`src/hw/rtl/clr_pkg.sv`:
```
`timescale 1ns / 1ps

package clr_pkg;

  // panel geometry and coordinate width
  localparam int unsigned PANEL_WIDTH  = 240;
  localparam int unsigned PANEL_HEIGHT = 320;
  localparam int unsigned COORD_BITS   = 11;
  localparam int unsigned COLOR_BITS   = 16;
  localparam int unsigned ADDR_BITS    = 17;
  localparam int unsigned ERR_BITS     = COORD_BITS + 2;
  localparam int unsigned PANEL_PIXELS = PANEL_WIDTH * PANEL_HEIGHT;

  // pixel queue between walker and address mapper
  localparam int unsigned QUEUE_DEPTH = 4;
  localparam int unsigned QPTR_BITS   = $clog2(QUEUE_DEPTH);

  // input item kinds
  localparam logic KIND_LINE = 1'b0;
  localparam logic KIND_TICK = 1'b1;

  typedef enum logic [1:0] {
    ORIENT_PORTRAIT     = 2'd0,
    ORIENT_INV_PORTRAIT = 2'd1,
    ORIENT_LEFT_LAND    = 2'd2,
    ORIENT_RIGHT_LAND   = 2'd3
  } orient_e;

  typedef struct packed {
    logic                  kind;
    logic [COORD_BITS-1:0] start_x;
    logic [COORD_BITS-1:0] start_y;
    logic [COORD_BITS-1:0] end_x;
    logic [COORD_BITS-1:0] end_y;
    logic [COLOR_BITS-1:0] pixel_color;
  } in_item_t;

  typedef struct packed {
    logic [ADDR_BITS-1:0]  fb_address;
    logic [COLOR_BITS-1:0] out_color;
    logic                  write_enable;
    logic                  last_pixel;
  } out_item_t;

  // one walked pixel in logical coordinates
  typedef struct packed {
    logic [COORD_BITS-1:0] x;
    logic [COORD_BITS-1:0] y;
    logic [COLOR_BITS-1:0] color;
    logic                  last;
  } pix_t;

endpackage

```
`src/hw/rtl/clr_front.sv`:
```
`timescale 1ns / 1ps

module clr_front (
  input  logic              clk_i,
  input  logic              rst_ni,
  input  logic              in_valid_i,
  output logic              in_stall_o,
  input  clr_pkg::in_item_t in_data_i,
  input  logic              q_full_i,
  output logic              push_o,
  output clr_pkg::pix_t     push_data_o
);
  import clr_pkg::*;

  logic                       active_q, active_d;
  logic [COORD_BITS-1:0]      cur_x_q, cur_x_d, cur_y_q, cur_y_d;
  logic [COORD_BITS-1:0]      goal_x_q, goal_x_d, goal_y_q, goal_y_d;
  logic [COORD_BITS-1:0]      dx_q, dx_d, dy_q, dy_d;
  logic                       neg_x_q, neg_x_d, neg_y_q, neg_y_d;
  logic signed [ERR_BITS-1:0] err_q, err_d;
  logic [COLOR_BITS-1:0]      color_q, color_d;

  logic                       accept;
  logic                       last;
  logic signed [ERR_BITS:0]   e2;
  logic signed [ERR_BITS:0]   dx_s, dy_s, err_sum;
  logic                       step_x, step_y;
  logic [COORD_BITS-1:0]      x1, y1, x2, y2;

  assign in_stall_o = q_full_i;
  assign accept     = in_valid_i & ~q_full_i;

  assign x1 = in_data_i.start_x;
  assign y1 = in_data_i.start_y;
  assign x2 = in_data_i.end_x;
  assign y2 = in_data_i.end_y;

  // bresenham step decision
  assign last   = (cur_x_q == goal_x_q) && (cur_y_q == goal_y_q);
  assign e2     = {err_q[ERR_BITS-1], err_q} <<< 1;
  assign dx_s   = $signed({2'b00, dx_q});
  assign dy_s   = $signed({2'b00, dy_q});
  assign step_x = e2 > -dy_s;
  assign step_y = e2 < dx_s;
  assign err_sum = {err_q[ERR_BITS-1], err_q}
                 - (step_x ? dy_s : '0)
                 + (step_y ? dx_s : '0);

  // pixel handed to the queue
  assign push_o            = accept && (in_data_i.kind == KIND_TICK) && active_q;
  assign push_data_o.x     = cur_x_q;
  assign push_data_o.y     = cur_y_q;
  assign push_data_o.color = color_q;
  assign push_data_o.last  = last;

  // line load and walk
  always_comb begin
    active_d = active_q;
    cur_x_d  = cur_x_q;
    cur_y_d  = cur_y_q;
    goal_x_d = goal_x_q;
    goal_y_d = goal_y_q;
    dx_d     = dx_q;
    dy_d     = dy_q;
    neg_x_d  = neg_x_q;
    neg_y_d  = neg_y_q;
    err_d    = err_q;
    color_d  = color_q;
    if (accept && (in_data_i.kind == KIND_LINE)) begin
      cur_x_d  = x1;
      cur_y_d  = y1;
      goal_x_d = x2;
      goal_y_d = y2;
      dx_d     = (x2 > x1) ? x2 - x1 : x1 - x2;
      dy_d     = (y2 > y1) ? y2 - y1 : y1 - y2;
      neg_x_d  = !(x1 < x2);
      neg_y_d  = !(y1 < y2);
      err_d    = $signed({2'b00, dx_d}) - $signed({2'b00, dy_d});
      color_d  = in_data_i.pixel_color;
      active_d = 1'b1;
    end else if (push_o) begin
      if (last) begin
        active_d = 1'b0;
      end else begin
        err_d = err_sum[ERR_BITS-1:0];
        if (step_x) begin
          cur_x_d = neg_x_q ? cur_x_q - 1'b1 : cur_x_q + 1'b1;
        end
        if (step_y) begin
          cur_y_d = neg_y_q ? cur_y_q - 1'b1 : cur_y_q + 1'b1;
        end
      end
    end
  end

  always_ff @(posedge clk_i or negedge rst_ni) begin
    if (!rst_ni) begin
      active_q <= 1'b0;
    end else begin
      active_q <= active_d;
    end
  end

  always_ff @(posedge clk_i) begin
    cur_x_q  <= cur_x_d;
    cur_y_q  <= cur_y_d;
    goal_x_q <= goal_x_d;
    goal_y_q <= goal_y_d;
    dx_q     <= dx_d;
    dy_q     <= dy_d;
    neg_x_q  <= neg_x_d;
    neg_y_q  <= neg_y_d;
    err_q    <= err_d;
    color_q  <= color_d;
  end

endmodule

```
`src/hw/rtl/clr_queue.sv`:
```
`timescale 1ns / 1ps

module clr_queue (
  input  logic          clk_i,
  input  logic          rst_ni,
  input  logic          push_i,
  input  clr_pkg::pix_t push_data_i,
  output logic          full_o,
  output logic          valid_o,
  input  logic          pop_i,
  output clr_pkg::pix_t pop_data_o
);
  import clr_pkg::*;

  pix_t                 entry_q [QUEUE_DEPTH];
  logic [QPTR_BITS-1:0] wr_ptr_q, wr_ptr_d, rd_ptr_q, rd_ptr_d;
  logic [QPTR_BITS:0]   count_q, count_d;

  assign full_o     = (count_q == (QPTR_BITS+1)'(QUEUE_DEPTH));
  assign valid_o    = (count_q != '0);
  assign pop_data_o = entry_q[rd_ptr_q];

  // pointer and fill count update
  always_comb begin
    wr_ptr_d = push_i ? wr_ptr_q + 1'b1 : wr_ptr_q;
    rd_ptr_d = pop_i ? rd_ptr_q + 1'b1 : rd_ptr_q;
    count_d  = count_q + (QPTR_BITS+1)'(push_i) - (QPTR_BITS+1)'(pop_i);
  end

  always_ff @(posedge clk_i or negedge rst_ni) begin
    if (!rst_ni) begin
      wr_ptr_q <= '0;
      rd_ptr_q <= '0;
      count_q  <= '0;
    end else begin
      wr_ptr_q <= wr_ptr_d;
      rd_ptr_q <= rd_ptr_d;
      count_q  <= count_d;
    end
  end

  // entry storage
  always_ff @(posedge clk_i) begin
    if (push_i) begin
      entry_q[wr_ptr_q] <= push_data_i;
    end
  end

endmodule

```
`src/hw/rtl/clr_back.sv`:
```
`timescale 1ns / 1ps

module clr_back (
  input  logic               clk_i,
  input  logic               rst_ni,
  input  clr_pkg::orient_e   orient_i,
  input  logic               q_valid_i,
  input  clr_pkg::pix_t      q_data_i,
  output logic               pop_o,
  output logic               out_valid_o,
  input  logic               out_stall_i,
  output clr_pkg::out_item_t out_data_o
);
  import clr_pkg::*;

  localparam int unsigned PROD_BITS = COORD_BITS + $clog2(PANEL_WIDTH + 1);
  localparam logic [COORD_BITS:0]   PW_EXT  = (COORD_BITS+1)'(PANEL_WIDTH);
  localparam logic [COORD_BITS:0]   PH_EXT  = (COORD_BITS+1)'(PANEL_HEIGHT);
  localparam logic [COORD_BITS-1:0] PW_LAST = COORD_BITS'(PANEL_WIDTH - 1);
  localparam logic [COORD_BITS-1:0] PH_LAST = COORD_BITS'(PANEL_HEIGHT - 1);

  logic                  valid_q, valid_d;
  out_item_t             data_q, data_d;
  logic                  land;
  logic [COORD_BITS:0]   lw, lh;
  logic                  on_screen;
  logic [COORD_BITS-1:0] row, col;
  logic [PROD_BITS-1:0]  prod;
  logic [PROD_BITS-1:0]  addr_full;

  // logical screen test
  assign land      = orient_i[1];
  assign lw        = land ? PH_EXT : PW_EXT;
  assign lh        = land ? PW_EXT : PH_EXT;
  assign on_screen = ({1'b0, q_data_i.x} < lw) && ({1'b0, q_data_i.y} < lh);

  // panel row and column per orientation
  always_comb begin
    case (orient_i)
      ORIENT_PORTRAIT: begin
        row = q_data_i.y;
        col = q_data_i.x;
      end
      ORIENT_INV_PORTRAIT: begin
        row = PH_LAST - q_data_i.y;
        col = PW_LAST - q_data_i.x;
      end
      ORIENT_LEFT_LAND: begin
        row = q_data_i.x;
        col = PW_LAST - q_data_i.y;
      end
      ORIENT_RIGHT_LAND: begin
        row = PH_LAST - q_data_i.x;
        col = q_data_i.y;
      end
      default: begin
        row = q_data_i.y;
        col = q_data_i.x;
      end
    endcase
  end

  assign prod      = PROD_BITS'(row) * PROD_BITS'(PANEL_WIDTH);
  assign addr_full = prod + PROD_BITS'(col);

  // output register takes a pixel when empty or draining
  assign pop_o = q_valid_i && (!valid_q || !out_stall_i);

  always_comb begin
    valid_d = valid_q;
    data_d  = data_q;
    if (pop_o) begin
      valid_d              = 1'b1;
      data_d.fb_address    = on_screen ? ADDR_BITS'(addr_full) : '0;
      data_d.out_color     = q_data_i.color;
      data_d.write_enable  = on_screen;
      data_d.last_pixel    = q_data_i.last;
    end else if (!out_stall_i) begin
      valid_d = 1'b0;
    end
  end

  always_ff @(posedge clk_i or negedge rst_ni) begin
    if (!rst_ni) begin
      valid_q <= 1'b0;
    end else begin
      valid_q <= valid_d;
    end
  end

  always_ff @(posedge clk_i) begin
    data_q <= data_d;
  end

  assign out_valid_o = valid_q;
  assign out_data_o  = data_q;

endmodule

```
`src/hw/rtl/clipped_line_rasterizer.sv`:
```
`timescale 1ns / 1ps

// Bresenham line rasterizer with screen clipping and panel orientation.
// Input channel (in_valid_i / in_stall_o / in_data_i): a beat of kind line
// loads both endpoints and the color and gives no result; a beat of kind
// tick gives the current pixel of the line and advances one step. A tick
// while no line is active gives nothing. A new line replaces the old one.
// Output channel (out_valid_o / out_stall_i / out_data_o): one beat per
// active tick with the framebuffer word address, color, write flag (clear
// with address zero when the pixel is off screen) and a flag on the end pixel.
// Config channel (cfg_valid_i / cfg_ready_o / cfg_data_i): orientation,
// always ready; the user must write it only while no pixel is in flight,
// which the block does not enforce. A tick's pixel is written into the queue,
// then into the output register, which it leaves while out_stall_i is low.
// Throughput: one tick per cycle while in_stall_o is low, as the walker steps
// combinationally and the address mapper uses one constant multiply.
// A four-entry pixel queue sits between walker and mapper; when the receiver
// stalls, the queue fills and in_stall_o rises once it is full.
// Reset clears the walker to idle, empties the queue and output register and
// sets portrait orientation.

module clipped_line_rasterizer (
  input  logic               clk_i,
  input  logic               rst_ni,
  input  logic               in_valid_i,
  output logic               in_stall_o,
  input  clr_pkg::in_item_t  in_data_i,
  output logic               out_valid_o,
  input  logic               out_stall_i,
  output clr_pkg::out_item_t out_data_o,
  input  logic               cfg_valid_i,
  output logic               cfg_ready_o,
  input  logic [1:0]         cfg_data_i
);
  import clr_pkg::*;

  orient_e orient_q;
  logic    q_full, q_valid, push, pop;
  pix_t    push_data, pop_data;

  // orientation register
  assign cfg_ready_o = 1'b1;

  always_ff @(posedge clk_i or negedge rst_ni) begin
    if (!rst_ni) begin
      orient_q <= ORIENT_PORTRAIT;
    end else if (cfg_valid_i && cfg_ready_o) begin
      orient_q <= orient_e'(cfg_data_i);
    end
  end

  clr_front u_front (
    .clk_i       (clk_i),
    .rst_ni      (rst_ni),
    .in_valid_i  (in_valid_i),
    .in_stall_o  (in_stall_o),
    .in_data_i   (in_data_i),
    .q_full_i    (q_full),
    .push_o      (push),
    .push_data_o (push_data)
  );

  clr_queue u_queue (
    .clk_i       (clk_i),
    .rst_ni      (rst_ni),
    .push_i      (push),
    .push_data_i (push_data),
    .full_o      (q_full),
    .valid_o     (q_valid),
    .pop_i       (pop),
    .pop_data_o  (pop_data)
  );

  clr_back u_back (
    .clk_i       (clk_i),
    .rst_ni      (rst_ni),
    .orient_i    (orient_q),
    .q_valid_i   (q_valid),
    .q_data_i    (pop_data),
    .pop_o       (pop),
    .out_valid_o (out_valid_o),
    .out_stall_i (out_stall_i),
    .out_data_o  (out_data_o)
  );

endmodule

```
`config.mk`:
```
export PLATFORM = sky130hd
export DESIGN_NAME = clipped_line_rasterizer
export DESIGN_NICKNAME = d
export VERILOG_FILES = /design/src/hw/rtl/clr_pkg.sv /design/src/hw/rtl/clr_front.sv /design/src/hw/rtl/clr_queue.sv /design/src/hw/rtl/clr_back.sv /design/src/hw/rtl/clipped_line_rasterizer.sv
export SDC_FILE = /design/constraint.sdc
export NUM_CORES = 1
export LEC_CHECK = 0
export ABC_AREA = 1
export BUFFER_PORTS_ARGS = -buffer_cell sky130_fd_sc_hd__buf_2
export CORE_MARGIN = 3
export CORE_UTILIZATION = 45
export DETAILED_ROUTE_END_ITERATION = 8
export GPL_TIMING_DRIVEN = 1
export PLACE_DENSITY_LB_ADDON = 0.15
export SKIP_CTS_REPAIR_TIMING = 1
export SYNTH_ARGS = -nofsm -noshare
export SYNTH_HDL_FRONTEND = slang
export SYNTH_HIERARCHICAL = 1
export SYNTH_SLANG_ARGS = --single-unit
```
`constraint.sdc`:
```
create_clock -name clk_i -period 6.5 [get_ports clk_i]
set_clock_uncertainty 0.2 [all_clocks]
set_input_delay 1.3 -clock clk_i [delete_from_list [all_inputs] [get_ports clk_i]]
set_output_delay 1.3 -clock clk_i [all_outputs]
set_load 0.01 [all_outputs]
```
==> summary.txt, run 1 <==
Global routing's busiest layer -> met2
Detailed-route via count -> 15700
Post-synth top flop -> edfxtp_1
Maximum clock path buffer count -> 3
Synth cell types -> 49
Worst Path Arrival -> 5.76 ns
HP Start -> u_front/color_q[10]
ANT cells -> 0
Area leader, netlist -> edfxtp_1
Clock slew at reported path FFs -> 0.06 ns
Initial antenna violation count -> 0
WL/cell -> 15.5 um
Fin crit share -> 0.871
Ys async rst share -> 0.0368
Worst-path maximum fanout -> 80
CTS root buf -> clkbuf_16
H-tree depth -> 2
Normalized max-slew margin -> 0.240
Row count -> 77
Vias in the first global route -> 15400
Dpl cell area -> 21300 um2
Final hold violations -> 0
ANT nets after route -> 0
Fillers -> 4289
Synthesized instance count -> 2455
DIE HEIGHT -> 218 um
Syn-to-layout area delta -> 11.0%
Fraction of layout cells with a size suffix above 1 -> 0.0825
Worst hold slack -> 0.287 ns
Leading cell type in the layout, fill and taps excluded -> nand2_1
CORE AREA -> 44300 um2
Largest net degree at the start of global routing -> 81
RSZ-0062 raised after global routing -> false
FF-to-FF path depth -> 27
Routability cong. -> 0.909
Grt met2 use -> 0.361
Status -> finished, final reports clean
Routed WL -> 49200 um
Fmax -> 177 MHz
Mapped Area -> 20200 um2
Synthesized flop and latch total -> 299
DRC errors left -> 0
Seq/Total Area, Yosys -> 0.441
Layout net count -> 2806
Port Buffer Count -> 104
First-pass GRT wire length -> 79600 um
R2r startpoint -> u_queue/rd_ptr_q[0]
Design area -> 22500 um2
Die width -> 218 um
Worst slack, placed -> 0.855 ns
Critical path origin -> u_queue/rd_ptr_q[0]
Synth top area cells -> edfxtp_1, nand2_1, inv_1
Tmin final -> 5.66 ns
M1 GR Usage -> 0.274
Worst EP required -> 6.60 ns
Avg Vias per Cell -> 4.95
Ys Warns -> 6
Reg-to-reg setup timing slack -> 0.84 ns
Crit. End Element -> flop
Syn_nets -> 2704
Fin. max-slew vios -> 0
Worst Hold Path EP -> u_queue/entry_q[3][11]
Syn_area_per_cell -> 8.25 um2
Num Clock Sinks -> 299
Hold Path Depth -> 0
DR iter-0 viols -> 863
Hold Path Class -> reg2reg
Tightest Pin Transition -> 1.14 ns
GR Util All Layers -> 0.210
Startpoint Class -> flop
Post-synth top area share -> 0.427
# setup viols final -> 0
TNS Setup -> 0 ns
CTS tree -> done
RR Endpoint -> u_back/out_data_o[34]
Number of synthesized flops with an enable pin -> 288
Critical path class -> reg2reg
DP HPWL -> 36400 um
GR Util met3 -> 0.0324
Congestion Overflow GR -> 0
Max Cap Viol -> 0
Io pins -> 106
Most frequent cells in the layout -> nand2_1, inv_1, edfxtp_1
Die area -> 47600 um2
Clock Latency Late Sink -> 0.55 ns
Drt first pass iters -> 7
Initial Util -> 0.457
Final worst setup slack -> 0.836 ns
CTS buffer count -> 37
## state kept, by name (all words and copies together) (netlist names)
register and flops:
u_front/active_q 1, u_queue/wr_ptr_q 2, u_queue/count_q 3, u_front/cur_x_q 11, u_front/cur_y_q 11, u_front/goal_y_q 11, u_queue/rd_ptr_q 2, u_front/goal_x_q 11
u_front/neg_x_q 1, u_back/out_valid_o 1, u_front/err_q 13, u_queue/entry_q 156, u_front/dy_q 11, u_front/neg_y_q 1, u_front/dx_q 11, u_back/out_data_o 35
u_front/color_q 16, orient_q 2
## cells in the mapped netlist (3+ instances only)
library cell,number
and2_1,4
a31oi_1,4
buf_1,3
nand4_1,27
clkbuf_1,12
a21o_1,10
edfxtp_1,288
o21ai_0,91
ha_1,149
xor2_1,54
nor3_1,9
o21a_1,3
buf_6,7
clkbuf_2,3
inv_2,7
o21ai_1,8
buf_4,8
dfrtp_1,11
o22ai_1,9
o21bai_1,11
o211ai_1,3
o21ai_2,7
fa_1,32
nand3_1,187
nor2_1,141
inv_1,510
or2_2,6
nand2_2,10
a21oi_1,100
xnor2_1,19
buf_2,23
nand3b_1,6
nand2_1,670
## metal layers
layer,wire (um),share of wire,up-vias
li1,-,-,8034
met1,22200,0.45,7305
met2,23800,0.48,313
met3,1980,0.040,74
met4,1270,0.026,0
met5,0,0,-
## area by class of cell
cell class / instances / area [um2] / area share
clock buffers: 39 / 933 / 0.0415
clock inverters: 25 / 206 / 0.00919
inverters: 518 / 1950 / 0.0867
multi-input cells: 1582 / 9070 / 0.404
flip-flops and latches: 299 / 8920 / 0.397
well taps: 592 / 741 / 0.0330
repair buffers: 119 / 646 / 0.0287
## critical path: stages (launching register included)
cell and delay [ns]:
dfrtp_2 0.36, buf_4 0.67, nand2_1 0.14, nand3_1 0.13, nand2_1 0.14, inv_1 0.08, nand3_1 0.06, nand2_1 0.12
ha_1 0.23, nand2_1 0.06, inv_1 0.05, nor3_1 0.56, inv_1 0.14, ha_1 0.36, xnor2_1 0.15, fa_1 0.50
inv_1 0.04, ha_1 0.35, nand2_1 0.07, inv_1 0.07, nand3_1 0.07, nand3_1 0.11, xor2_1 0.23, nand4_1 0.14
nor2_1 0.14, nand3_1 0.09, nand2_1 0.06, nor2_1 0.04
## how the worst max path moves through the flow
stage	endpoint	slack (ns)	cells after the start
final	u_back/out_data_o[34]	0.84	27
after global routing	u_back/out_data_o[34]	0.20	27
after CTS	u_back/out_data_o[34]	0.83	27
after detailed placement	u_back/out_data_o[34]	0.86	27
after global placement	u_back/out_data_o[34]	0.91	27
after floorplan	u_back/out_data_o[34]	1.68	30
## logic make-up after synthesis
kind of cell | Yosys count | share of synthesized area
AND/OR/NAND/NOR | 1073 | 0.221
XOR/XNOR | 74 | 0.0324
other | 1 | 0.000185
flip-flops | 299 | 0.441
buffers and inverters | 574 | 0.112
adder cells (fa/ha/maj) | 181 | 0.124
AO/OA/AOI/OAI | 253 | 0.0696
## through the flow
stage / cells / util
after CTS: 3174 / 0.507
after global routing: 3174 / 0.507
after global placement: 3110 / 0.481
after detailed placement: 3110 / 0.481
final: 3174 / 0.507
after floorplan: 2455 / -
Power of run 1 is not shown: default switching activity piles up to over one toggle a cycle in this logic, so the estimate is an artifact.
==> run 2: changes to the inputs <==
--- a/config.mk
+++ b/config.mk
@@ -7,8 +7,10 @@
 export LEC_CHECK = 0
 export ABC_AREA = 1
 export BUFFER_PORTS_ARGS = -buffer_cell sky130_fd_sc_hd__buf_2
+export CELL_PAD_IN_SITES_DETAIL_PLACEMENT = 1
+export CELL_PAD_IN_SITES_GLOBAL_PLACEMENT = 2
 export CORE_MARGIN = 3
-export CORE_UTILIZATION = 45
+export CORE_UTILIZATION = 38
 export DETAILED_ROUTE_END_ITERATION = 8
 export GPL_TIMING_DRIVEN = 1
 export PLACE_DENSITY_LB_ADDON = 0.15
==> summary.txt, run 2 (synthesis results as in run 1) <==
CTS root buf -> clkbuf_16
DIE HEIGHT -> 237 um
Detailed-route via count -> 16100
Crit. End Element -> flop
Die width -> 237 um
Critical path origin -> u_queue/rd_ptr_q[0]
Clock Latency Late Sink -> 0.56 ns
RSZ-0062 raised after global routing -> false
GR Util All Layers -> 0.205
Normalized max-slew margin -> 0.399
TNS Setup -> 0 ns
First-pass GRT wire length -> 91400 um
Hold Path Class -> reg2reg
Max reg flops -> 156
Routed WL -> 57600 um
Layout Utilization -> 0.436
CORE AREA -> 52000 um2
Startpoint Class -> flop
Fin crit share -> 0.883
Leading cell type in the layout, fill and taps excluded -> nand2_1
Routability cong. -> 0.868
Tmin final -> 5.74 ns
WL/cell -> 17.6 um
Avg Vias per Cell -> 4.92
Max Cap Viol -> 0
ANT nets after route -> 0
CP max-delay cell -> buf_4
Met3 WL -> 1440 um
DR top layer -> met4
Num Clock Sinks -> 299
Most frequent CP cell -> nand2_1
DRC errors left -> 0
Worst path top cell family by delay -> simple AND/OR/NAND/NOR gates
H-tree depth -> 2
Initial antenna violation count -> 0
Congestion Overflow GR -> 0
Hold Path Depth -> 0
DP HPWL -> 44000 um
Fraction of layout cells with a size suffix above 1 -> 0.0861
# setup viols final -> 0
R2r startpoint -> u_queue/rd_ptr_q[0]
Wire length on met2 -> 28500 um
Worst EP required -> 6.62 ns
Reg-to-reg setup timing slack -> 0.76 ns
Worst Path Arrival -> 5.86 ns
FF-to-FF path depth -> 26
Worst-path maximum fanout -> 80
CTS tree -> done
Vias in the first global route -> 17200
RR Endpoint -> u_back/out_data_o[34]
Maximum clock path buffer count -> 3
Fin. max-slew vios -> 0
Met1 WL -> 26500 um
Layout net count -> 2810
CTS buffer count -> 37
Die area -> 56100 um2
Final hold violations -> 0
HP Start -> u_front/color_q[13]
Io pins -> 106
Tightest Pin Transition -> 0.901 ns
Worst path bufs/invs -> 2
Fillers -> 6295
Row count -> 83
Final worst setup slack -> 0.757 ns
Max incr delay on CP -> 0.70 ns
Syn-to-layout area delta -> 12.1%
Critical path class -> reg2reg
Status -> finished, final reports clean
Worst hold slack -> 0.317 ns
Drt first pass iters -> 4
Most flops, register -> u_queue/entry_q
Initial Util -> 0.389
Port Buffer Count -> 104
Fmax -> 174 MHz
Worst slack, placed -> 0.646 ns
Most frequent cells in the layout -> nand2_1, inv_1, edfxtp_1
DR iter-0 viols -> 715
Worst Hold Path EP -> u_queue/entry_q[0][14]
Clock slew at reported path FFs -> 0.06 ns
Largest net degree at the start of global routing -> 81
[run 2: per-layer routing]
metal	GRT usage	vias to the layer above
li1	-	8031
met3	0.0238	66
met5	0	-
met4	0.0497	0
met2	0.366	183
met1	0.263	7816
[run 2: how the worst max path moves through the flow]
stage	end	slack, ns	depth (start not counted)
after floorplan	u_back/out_data_o[34]	1.68	30
after global placement	u_back/out_data_o[34]	0.88	26
after detailed placement	u_back/out_data_o[34]	0.65	26
after CTS	u_back/out_data_o[34]	0.65	26
after global routing	u_back/out_data_o[34]	0.22	26
final	u_back/out_data_o[34]	0.76	26
[run 2: final cells by class]
cell class | count | area, um2 | area share
sequential | 299 | 8920 | 0.393
antenna | 1 | 2.50 | 0.000110
clock inverter | 21 | 234 | 0.0103
tap | 680 | 851 | 0.0375
timing repair buffer | 123 | 663 | 0.0292
inverter | 518 | 1950 | 0.0858
clock buffer | 46 | 1000 | 0.0441
multi-input combinational | 1582 | 9070 | 0.400
[run 2: per-stage QoR]
| stage | cells | cell area, um2 |
|---|---|---|
| floorplan | 2455 | 20200 |
| global placement | 3202 | 21500 |
| detailed placement | 3202 | 21500 |
| CTS | 3269 | 22700 |
| global route | 3269 | 22700 |
| finish | 3270 | 22700 |
Power of run 2 is left out for the same reason.
==> run 3: changes to the inputs <==
==> constraint.sdc (replaced) <==
create_clock -name clk_i -period 6.6 [get_ports clk_i]
set_clock_uncertainty 0.2 [all_clocks]
set_input_delay 1.32 -clock clk_i [delete_from_list [all_inputs] [get_ports clk_i]]
set_output_delay 1.32 -clock clk_i [all_outputs]
set_load 0.01 [all_outputs]
==> summary.txt, run 3 (synthesis results as in run 1) <==
RR Endpoint -> u_back/out_data_o[34]
Worst Hold Path EP -> u_queue/entry_q[1][16]
Routed WL -> 57600 um
Crit. End Element -> flop
GR Util All Layers -> 0.205
FF-to-FF path depth -> 26
Initial antenna violation count -> 1
Hold Path Depth -> 0
Routability cong. -> 0.861
R2r startpoint -> u_queue/rd_ptr_q[0]
Layout net count -> 2808
Worst Path Arrival -> 5.88 ns
Fmax -> 173 MHz
TNS Setup -> 0 ns
Clock slew at reported path FFs -> 0.06 ns
Final hold violations -> 0
Worst-path maximum fanout -> 80
Status -> finished, final reports clean
Maximum clock path buffer count -> 3
Design area -> 22700 um2
CORE AREA -> 52000 um2
Largest net degree at the start of global routing -> 81
Final worst setup slack -> 0.832 ns
Avg Vias per Cell -> 4.90
Row count -> 83
Syn-to-layout area delta -> 12.2%
Initial Util -> 0.389
DIE HEIGHT -> 237 um
Normalized max-slew margin -> 0.388
Worst EP required -> 6.71 ns
First-pass GRT wire length -> 91500 um
Max reg flops -> 156
Fillers -> 6263
Drt first pass iters -> 4
# setup viols final -> 0
Reg-to-reg setup timing slack -> 0.83 ns
Congestion Overflow GR -> 0
DRC errors left -> 0
Leading cell type in the layout, fill and taps excluded -> nand2_1
ANT nets after route -> 0
Num Clock Sinks -> 299
RSZ-0062 raised after global routing -> false
Layout Utilization -> 0.436
CTS tree -> done
CTS root buf -> clkbuf_16
Die width -> 237 um
Tightest Pin Transition -> 0.917 ns
WL/cell -> 17.6 um
DP HPWL -> 44500 um
HP Start -> u_front/color_q[15]
Fin. max-slew vios -> 0
Die area -> 56100 um2
Fin crit share -> 0.874
Critical path class -> reg2reg
Startpoint Class -> flop
Dpl cell area -> 21500 um2
Most frequent cells in the layout -> nand2_1, inv_1, edfxtp_1
Clock Latency Late Sink -> 0.56 ns
H-tree depth -> 2
Fraction of layout cells with a size suffix above 1 -> 0.0858
CTS buffer count -> 37
Tmin final -> 5.77 ns
Hold Path Class -> reg2reg
Io pins -> 106
DR iter-0 viols -> 643
Worst slack, placed -> 0.810 ns
Max Cap Viol -> 0
Port Buffer Count -> 104
Vias in the first global route -> 17200
Detailed-route via count -> 16000
Most flops, register -> u_queue/entry_q
-- run 3: worst max-delay path, cell delays in order (launching register included) --
cell and delay, ns:
dfrtp_2 0.36, buf_4 0.70, nand2_1 0.15, nand3_1 0.12, nand2_1 0.09, nand2_1 0.08
nand2_1 0.08, xor2_1 0.34, inv_1 0.20, xor2_1 0.22, fa_1 0.51, inv_1 0.04
ha_1 0.36, nand2_1 0.10, nand2_1 0.06, o21bai_1 0.18, xor2_1 0.15, ha_1 0.38
nand4_1 0.11, o211ai_1 0.21, nand2_1 0.10, a21oi_1 0.24, nand4_1 0.17, nor2_1 0.16
nand3_1 0.09, nand2_1 0.06, nor2_1 0.04
-- run 3: area by class of cell --
cell class	count	area, um2	share of cell area
antenna	3	7.51	0.000331
clock buffer	42	945	0.0416
clock inverter	25	307	0.0135
inverter	518	1950	0.0857
multi-input combinational	1582	9070	0.399
sequential	299	8920	0.393
tap	680	851	0.0375
timing repair buffer	121	661	0.0291
-- run 3: metal layers --
metal / track usage / share of wire
met4: 0.0669 / 0.030
met2: 0.359 / 0.48
met1: 0.263 / 0.46
met3: 0.0248 / 0.027
met5: 0 / 0
-- run 3: worst max-delay path by stage --
stage	from	to	slack (ns)
6_report	u_queue/rd_ptr_q[0]	u_back/out_data_o[34]	0.83
5_1_grt	u_queue/rd_ptr_q[0]	u_back/out_data_o[34]	0.23
4_1_cts	u_queue/rd_ptr_q[0]	u_back/out_data_o[34]	0.79
3_5_place_dp	u_queue/rd_ptr_q[0]	u_back/out_data_o[34]	0.81
3_3_place_gp	u_queue/rd_ptr_q[0]	u_back/out_data_o[34]	0.97
2_1_floorplan	u_queue/rd_ptr_q[0]	u_back/out_data_o[34]	1.78
-- run 3: metrics by stage --
| stage | instances | hold WS [ns] |
|---|---|---|
| floorplan | 2455 | 0.259 |
| global placement | 3200 | 0.281 |
| detailed placement | 3200 | 0.293 |
| CTS | 3267 | 0.308 |
| global route | 3268 | 0.317 |
| finish | 3270 | 0.299 |
Power of run 3 is left out for the same reason.
